## src/rtl/rksd_pkg.sv

```systemverilog
// Shared types and constants for the status keystream decrypt unit.
// Holds the controller/datapath command and status structs and cipher constants.
// No dependencies.
package rksd_pkg;

  // Number of keystream bytes held in the cache (three extraction rounds).
  localparam int KS_BYTES = 48;
  localparam int KS_AW    = 6;

  // Subtypes that carry an encrypted status byte.
  localparam logic [7:0] SUBTYPE_A = 8'h7a;
  localparam logic [7:0] SUBTYPE_B = 8'h74;
  localparam logic [7:0] SUBTYPE_C = 8'h79;

  // Seed values that mean the device key is unknown.
  localparam logic [15:0] SEED_NONE_LO = 16'h0000;
  localparam logic [15:0] SEED_NONE_HI = 16'hffff;

  // First counter value that is reported as not valid.
  localparam logic [15:0] CNT_LIMIT = 16'd65532;

  // Reciprocal of 12 for the counter group: q = (cnt * RECIP12) >> RECIP_SH.
  localparam logic [15:0] RECIP12  = 16'd43691;
  localparam int          RECIP_SH = 19;

  // Cached group value after reset (0xffff / 12).
  localparam logic [12:0] GRP_RESET = 13'd5461;

  // Key schedule start point: i = 24, i mod 7 = 3, step 12.
  localparam logic [16:0] KEY_I0   = 17'd24;
  localparam logic [2:0]  KEY_M0   = 3'd3;
  localparam logic [16:0] KEY_STEP = 17'd12;

  // Check nibble adjust and status mask.
  localparam logic [3:0] CHK_XOR     = 4'h1;
  localparam logic [7:0] STATUS_MASK = 8'hfc;

  // Commands from the controller to the datapath.
  typedef struct packed {
    logic       load_frame;
    logic       div;
    logic       key_init;
    logic       key_step;
    logic       setup;
    logic       ctr_step;
    logic       mul;
    logic       gv;
    logic       xs_upd;
    logic       reinit;
    logic       ks_wr;
    logic       cache_mark;
    logic       rd;
    logic       out_load;
    logic [2:0] idx;
    logic [1:0] ext_rnd;
    logic [3:0] ext_byte;
  } rksd_cmd_t;

  // Status from the datapath to the controller.
  typedef struct packed {
    logic eligible;
    logic need_gen;
    logic key_last;
  } rksd_sts_t;

  // Counter-system increments for each state word.
  function automatic logic [31:0] ctr_add(input logic [2:0] idx);
    logic [31:0] v;
    case (idx)
      3'd0, 3'd3, 3'd6: v = 32'h4D34D34D;
      3'd1, 3'd4, 3'd7: v = 32'hD34D34D3;
      default:          v = 32'h34D34D34;
    endcase
    return v;
  endfunction

endpackage

```

## src/rtl/rksd_controller.sv

```systemverilog
// Controller: state machine that sequences key schedule, cipher rounds,
// keystream extraction and the result handshake. Depends on rksd_pkg.
module rksd_controller import rksd_pkg::*; (
  input  logic      clk,
  input  logic      rst_n,
  input  logic      in_valid,
  output logic      in_stall,
  output logic      out_valid,
  input  logic      out_stall,
  input  rksd_sts_t sts,
  output rksd_cmd_t cmd
);

  localparam logic [3:0] S_IDLE   = 4'd0;
  localparam logic [3:0] S_DIV    = 4'd1;
  localparam logic [3:0] S_DECIDE = 4'd2;
  localparam logic [3:0] S_KINIT  = 4'd3;
  localparam logic [3:0] S_KEY    = 4'd4;
  localparam logic [3:0] S_SETUP  = 4'd5;
  localparam logic [3:0] S_CTR    = 4'd6;
  localparam logic [3:0] S_MUL    = 4'd7;
  localparam logic [3:0] S_GV     = 4'd8;
  localparam logic [3:0] S_XS     = 4'd9;
  localparam logic [3:0] S_REINIT = 4'd10;
  localparam logic [3:0] S_EXT    = 4'd11;
  localparam logic [3:0] S_MARK   = 4'd12;
  localparam logic [3:0] S_RD     = 4'd13;
  localparam logic [3:0] S_FIN    = 4'd14;

  localparam logic [2:0] RND_LAST_SETUP = 3'd3;
  localparam logic [2:0] RND_LAST       = 3'd6;

  logic [3:0] state_r, state_nxt;
  logic [2:0] idx_r, idx_nxt;
  logic [2:0] rnd_r, rnd_nxt;
  logic [3:0] byte_r, byte_nxt;
  logic       out_valid_r, out_valid_nxt;

  always_ff @(posedge clk) begin
    if (!rst_n) begin
      state_r     <= S_IDLE;
      idx_r       <= 3'd0;
      rnd_r       <= 3'd0;
      byte_r      <= 4'd0;
      out_valid_r <= 1'b0;
    end else begin
      state_r     <= state_nxt;
      idx_r       <= idx_nxt;
      rnd_r       <= rnd_nxt;
      byte_r      <= byte_nxt;
      out_valid_r <= out_valid_nxt;
    end
  end

  assign in_stall  = (state_r != S_IDLE);
  assign out_valid = out_valid_r;

  // Next state and command decode.
  always_comb begin
    state_nxt    = state_r;
    idx_nxt      = idx_r;
    rnd_nxt      = rnd_r;
    byte_nxt     = byte_r;
    cmd          = '0;
    cmd.idx      = idx_r;
    cmd.ext_rnd  = rnd_r[1:0];
    cmd.ext_byte = byte_r;
    case (state_r)
      S_IDLE: begin
        if (in_valid) begin
          cmd.load_frame = 1'b1;
          state_nxt      = S_DIV;
        end
      end
      S_DIV: begin
        cmd.div   = 1'b1;
        state_nxt = S_DECIDE;
      end
      S_DECIDE: begin
        if (!sts.eligible) begin
          state_nxt = S_FIN;
        end else if (sts.need_gen) begin
          state_nxt = S_KINIT;
        end else begin
          state_nxt = S_RD;
        end
      end
      S_KINIT: begin
        cmd.key_init = 1'b1;
        state_nxt    = S_KEY;
      end
      S_KEY: begin
        cmd.key_step = 1'b1;
        if (sts.key_last) begin
          state_nxt = S_SETUP;
        end
      end
      S_SETUP: begin
        cmd.setup = 1'b1;
        rnd_nxt   = 3'd0;
        idx_nxt   = 3'd0;
        state_nxt = S_CTR;
      end
      S_CTR: begin
        cmd.ctr_step = 1'b1;
        idx_nxt      = idx_r + 3'd1;
        if (idx_r == 3'd7) begin
          state_nxt = S_MUL;
        end
      end
      S_MUL: begin
        cmd.mul   = 1'b1;
        state_nxt = S_GV;
      end
      S_GV: begin
        cmd.gv  = 1'b1;
        idx_nxt = idx_r + 3'd1;
        if (idx_r == 3'd7) begin
          state_nxt = S_XS;
        end else begin
          state_nxt = S_MUL;
        end
      end
      S_XS: begin
        cmd.xs_upd = 1'b1;
        byte_nxt   = 4'd0;
        if (rnd_r == RND_LAST_SETUP) begin
          state_nxt = S_REINIT;
        end else if (rnd_r > RND_LAST_SETUP) begin
          state_nxt = S_EXT;
        end else begin
          rnd_nxt   = rnd_r + 3'd1;
          state_nxt = S_CTR;
        end
      end
      S_REINIT: begin
        cmd.reinit = 1'b1;
        rnd_nxt    = rnd_r + 3'd1;
        state_nxt  = S_CTR;
      end
      S_EXT: begin
        cmd.ks_wr = 1'b1;
        byte_nxt  = byte_r + 4'd1;
        if (byte_r == 4'd15) begin
          if (rnd_r == RND_LAST) begin
            state_nxt = S_MARK;
          end else begin
            rnd_nxt   = rnd_r + 3'd1;
            state_nxt = S_CTR;
          end
        end
      end
      S_MARK: begin
        cmd.cache_mark = 1'b1;
        state_nxt      = S_RD;
      end
      S_RD: begin
        cmd.rd    = 1'b1;
        state_nxt = S_FIN;
      end
      S_FIN: begin
        if (!out_valid_r || !out_stall) begin
          cmd.out_load = 1'b1;
          state_nxt    = S_IDLE;
        end
      end
      default: begin
        state_nxt = S_IDLE;
      end
    endcase
  end

  // The result word stays until the receiver takes it.
  assign out_valid_nxt = cmd.out_load ? 1'b1 : (out_valid_r && out_stall);

endmodule

```

## config.mk

```make
export PLATFORM = sky130hd
export DESIGN_NAME = rksd_controller
export DESIGN_NICKNAME = d
export VERILOG_FILES = /design/src/rtl/rksd_pkg.sv /design/src/rtl/rksd_controller.sv
export SDC_FILE = /design/constraint.sdc
export NUM_CORES = 1
export LEC_CHECK = 0
export BUFFER_PORTS_ARGS = -buffer_cell sky130_fd_sc_hd__buf_4
export CAP_MARGIN = 40
export CORE_UTILIZATION = 30
export CTS_CLUSTER_DIAMETER = 200
export DETAILED_ROUTE_END_ITERATION = 10
export PLACE_DENSITY_LB_ADDON = 0.2
export SYNTH_ARGS = -nofsm -noshare
export SYNTH_HDL_FRONTEND = slang
export SYNTH_SLANG_ARGS = --single-unit
```

## constraint.sdc

```tcl
create_clock -name clk -period 1.8 [get_ports clk]
set_clock_uncertainty 0.05 [all_clocks]
set_input_delay 0.54 -clock clk [delete_from_list [all_inputs] [get_ports clk]]
set_output_delay 0.54 -clock clk [all_outputs]
set_load 0.02 [all_outputs]
```

* After elaboration in Yosys (flattened, before gate mapping)
Cells that the tools add are included.
Word-level totals: input bits 7, register bits after elaboration 15, output and inout bits 25, word-level logic and storage cells 84
Operators by class: mux-type cells 36, $lt $le $gt $ge 1, add/sub/neg operators 3, equality and inequality tests 26, reduce and logical (&&, ||, !) cells 13
Operators by type and width (number):
- $pmux 4 s14 | 1
- $mux 4 | 11
- $eq 4x4->1 const B | 8
- $mux 1 | 17
- $eq 4x3->1 const B | 4
- $ne 2x2->1 const B | 8
- $mux 3 | 4
- $pmux 3 s4 | 1
- $reduce_and 5->1 | 2
- $eq 4x2->1 const B | 2
- $pmux 4 s2 | 1
- $reduce_bool 4->1 | 2
- $add 3x1->3 const B | 2
- $eq 3x3->1 const B | 2
- $pmux 3 s2 | 1
- $add 4x1->4 const B | 1
- $eq 4x1->1 const B | 1
- $logic_not 4->1 | 1
- $reduce_bool 2->1 | 2
- $reduce_or 2->1 | 2
- $eq 3x2->1 const B | 1
- $gt 3x2->1 const B | 1
- $logic_not 1->1 | 2
- $logic_and 1x1->1 | 1
- $logic_or 1x1->1 | 1

* Depth between registers and ports, before layout
depth after elaboration 5, depth in mapped cells 6, depth with buffers taken out 6

* Least setup slack after synthesis
Ideal clock, no wire load.
path type register to output, from register state_r[2], to output port cmd[21] in the netlist's numbering, cell stages (with the launch flop) 6, buffers on the path 2, data required time 1.210 ns, arrival time 1.217 ns, setup slack -0.007 ns, cells stage by stage dfxtp_1 > buf_6 > buf_2 > inv_1 > nand2_1 > nor3_1
RTL lines:
- start: declaration | RTL line rksd_controller.sv:33 | logic [3:0] state_r, state_nxt;
- start signal: assignment | RTL line rksd_controller.sv:47 | state_r <= state_nxt;
- end: declaration | RTL line rksd_controller.sv:11 | output rksd_cmd_t cmd

==> metrics.md <==
| Metric | Value |
|---|---|
| Antenna violations before repair | `0` |
| Worst vdd ir | `0.000349 V` |
| Dpl hpwl | `2.43 mm` |
| CP Capture Type | `output pin` |
| Sink Count | `15` |
| Syn avg cell area | `8.10 sq um` |
| Placed Instances | `224` |
| Final Hold Fails | `0` |
| Final-stage net count | `206` |
| Routed via count | `1,216` |
| Main synth FF type | `dfxtp_1` |
| Cell internal pwr | `1.18 mW` |
| Setup TNS | `0 ns` |
| Total grt overflow | `0` |
| Commonest non-fill, non-tap cell in the layout | `buf_4` |
| Final cell count without fillers | `239` |
| Crit path buf inv count | `3` |
| Core Util, Final | `45.0%` |
| Clock period minus final worst setup slack | `1.75 ns` |
| Placed cell areas | `0.00147 sq mm` |
| # rows | `22` |
| Yosys reg bits | `15` |
| Crit-path leading delay family | `flip-flops` |
| Hold_sp | `rnd_r[2]` |
| Status | `finished clean` |
| Final WL | `3.18 mm` |
| Number of global-route vias before repair | `1,150` |
| Hold endpoint | `rnd_r[2]` |
| Post-synth top area cell | `dfxtp_1` |
| Reg2reg end | `state_r[0]` |
| RSZ-0062 raised after global routing | `true` |
| Switch share | `41.6%` |
| CP most frequent cell | `buf_6` |
| Final slew viol count | `0` |
| Share of synthesized flip-flops with an asynchronous set or reset | `0%` |
| Synth top area share | `25.4%` |
| EDFF count, synth | `0` |
| Power per cell area | `1200 mW/mm^2` |
| # port buffers | `31` |
| # setup viols final | `0` |
| GRT Util Overall | `15.8%` |
| Combinational power share | `60.5%` |
| Synth top area cells | `dfxtp_1 25%, ha_1 7.4%, nor2_1 4.8%` |
| Netlist cell types | `47` |
| Hold Slack | `0.444 ns` |
| First-pass GRT wire length | `5.16 mm` |
| Num CTS Buffers | `3` |
| Leakage Power | `0.746 nW` |
| Relative slew slack | `77.7%` |
| Fmax achieved | `573 MHz` |
| Share of layout cells above drive strength 1 | `41.9%` |
| Worst-path clk slew | `0.06 ns` |
| CTS root buffer | `clkbuf_8` |
| Vias per Instance | `5.09` |
| Area growth syn-to-layout | `41.5%` |
| Worst-skew pair later-pin latency | `0.24 ns` |
| Die X | `64.8 um` |
| PnR Total Power | `2.01 mW` |
| DRC errors left | `0` |
| CTS tree | `done` |
| Critical Path RT | `1.21 ns` |
| Seq/Total Area, Yosys | `25.4%` |
| Period utilization | `97.0%` |
| Hold depth | `2` |
| Worst setup margin | `0.0544 ns` |
| GPL Wtd Cong | `0.887` |
| Core Footprint | `0.00372 sq mm` |
| Slowest stage delay, CP | `0.37 ns` |
| Startpoint class of the critical path | `flop` |
| Initial DRC count | `33` |
| Largest net degree at the start of global routing | `13` |
| Syn_nets | `160` |
| Min-delay worst type | `reg2reg` |
| ANT nets after route | `0` |
| Worst Reg-to-Reg Cells | `6` |
| Mapped Area | `0.00118 sq mm` |
| Starting density of the core | `31.8%` |
| Worst-case setup slack after placement | `0.0475 ns` |
| DRT Pass-1 Iters | `4` |
| Die area | `0.00420 sq mm` |
| Worst Tran Pin Value | `0.333 ns` |
| Final Instance Area | `0.00167 sq mm` |
| Critical Setup Path Class | `reg2out` |
| Clock share of power | `13.4%` |
| Crit path max fanout | `9` |
| Max clock buf depth | `2` |
| Critical path, cell by cell | `buf_6 -> nand4bb_4 -> inv_2 -> buf_6` |
| Most frequent cells in the layout | `50 x buf_4, 14 x nor2_1, 11 x dfxtp_1` |
| NetSw | `0.836 mW` |
| Die Y-Extent | `64.8 um` |
| CTS H-Tree Depth | `1` |
| Synth warn | `0` |
| DR WL/cell | `13.3 um` |
| CP arrival | `1.16 ns` |
| CTS Hold Bufs | `0` |
| Slowest CP cell | `dfxtp_4` |
| Synthesized instance count | `146` |
| Antenna diodes | `0` |
| I/O pin total | `32` |
| Reg2Reg Setup Slack | `0.15 ns` |
| Worst r2r src | `idx_r[0]` |
| Max-cap violation count | `0` |
| Sequential share of power | `26.1%` |
[worst min-delay path, cell delays in order (launching register included)]
cell     delay, ns
dfxtp_1       0.33
nand2_1       0.06
mux2i_1       0.06
[area by class of cell]
type                            count  area (sq um)
Clock buffer                        4          45.0
Fill cell                         365          2040
Inverter                            8          30.0
Multi-Input combinational cell    111           813
Sequential cell                    15           315
Tap cell                           48          60.1
Timing Repair Buffer               53           409
[synth_stat cells (all sizes together), types with 2 or more instances]
cell	n
nand3	4
or2	3
ha	7
a211oi	3
a21oi	9
inv	7
and3	4
o21bai	2
mux2i	4
dfxtp	15
buf	11
o22ai	2
a21o	3
nand3b	5
o21ai	5
nor2	15
a32o	2
nor3	7
nand2	9
or2b	2
nand2b	5
[power by group through the flow]
stage	Combinational, mW	Clock (mW)	Sequential [mW]
after floorplan	0.756	0	0.436
final	1.22	0.270	0.525
after global routing	1.31	0.305	0.535
after CTS	1.10	0.280	0.526
after detailed placement	1.02	0	0.502
after global placement	1.02	0	0.499
[cells by family after synthesis]
| group | synth area share, % |
|---|---|
| and+or+nand+nor | 29.7 |
| AOI/OAI and AO/OA | 23.3 |
| buffers and inverters | 10.1 |
| DFF | 25.4 |
| adders and majority gates | 7.41 |
| muxes | 3.39 |
| xor gates and xnor gates | 0.741 |
[sequential cells by signal, indices dropped and copies added, names as in the netlist]
register   count
state_r        4
rnd_r          3
byte_r         4
idx_r          3
out_valid      1
[routing by layer]
layer | part of all wire [%] | wire length (um) | up-vias | global-route usage (%)
met5 | 0 | 0 | - | 0
met4 | 0.60 | 19 | 0 | 4.17
met3 | 3.5 | 112 | 4 | 4.23
met2 | 47 | 1500 | 23 | 25.5
met1 | 49 | 1550 | 570 | 20.6
li1 | - | - | 619 | -
[worst max path at each step]
stage	start	to	slack (ns)	depth (start not counted)
after CTS	state_r[1]	cmd[14]	0.002	4
after global placement	state_r[0]	cmd[12]	0.09	2
after detailed placement	state_r[2]	cmd[18]	0.05	3
after global routing	state_r[3]	cmd[9]	-0.008	3
final	state_r[1]	cmd[14]	0.05	4
after floorplan	state_r[3]	state_r[0]	0.04	5
[what timing repair did]
| item | 4_1_cts | 5_1_grt |
|---|---|---|
| endpoints found under the setup margin | 15 | 13 |
| pin swaps | 0 | 6 |
| buffers inserted | 3 | 8 |
| resized for setup | 15 | 8 |
| hold endpoints to repair | 0 | 0 |
Note: power is estimated with default switching activity, not from simulation.
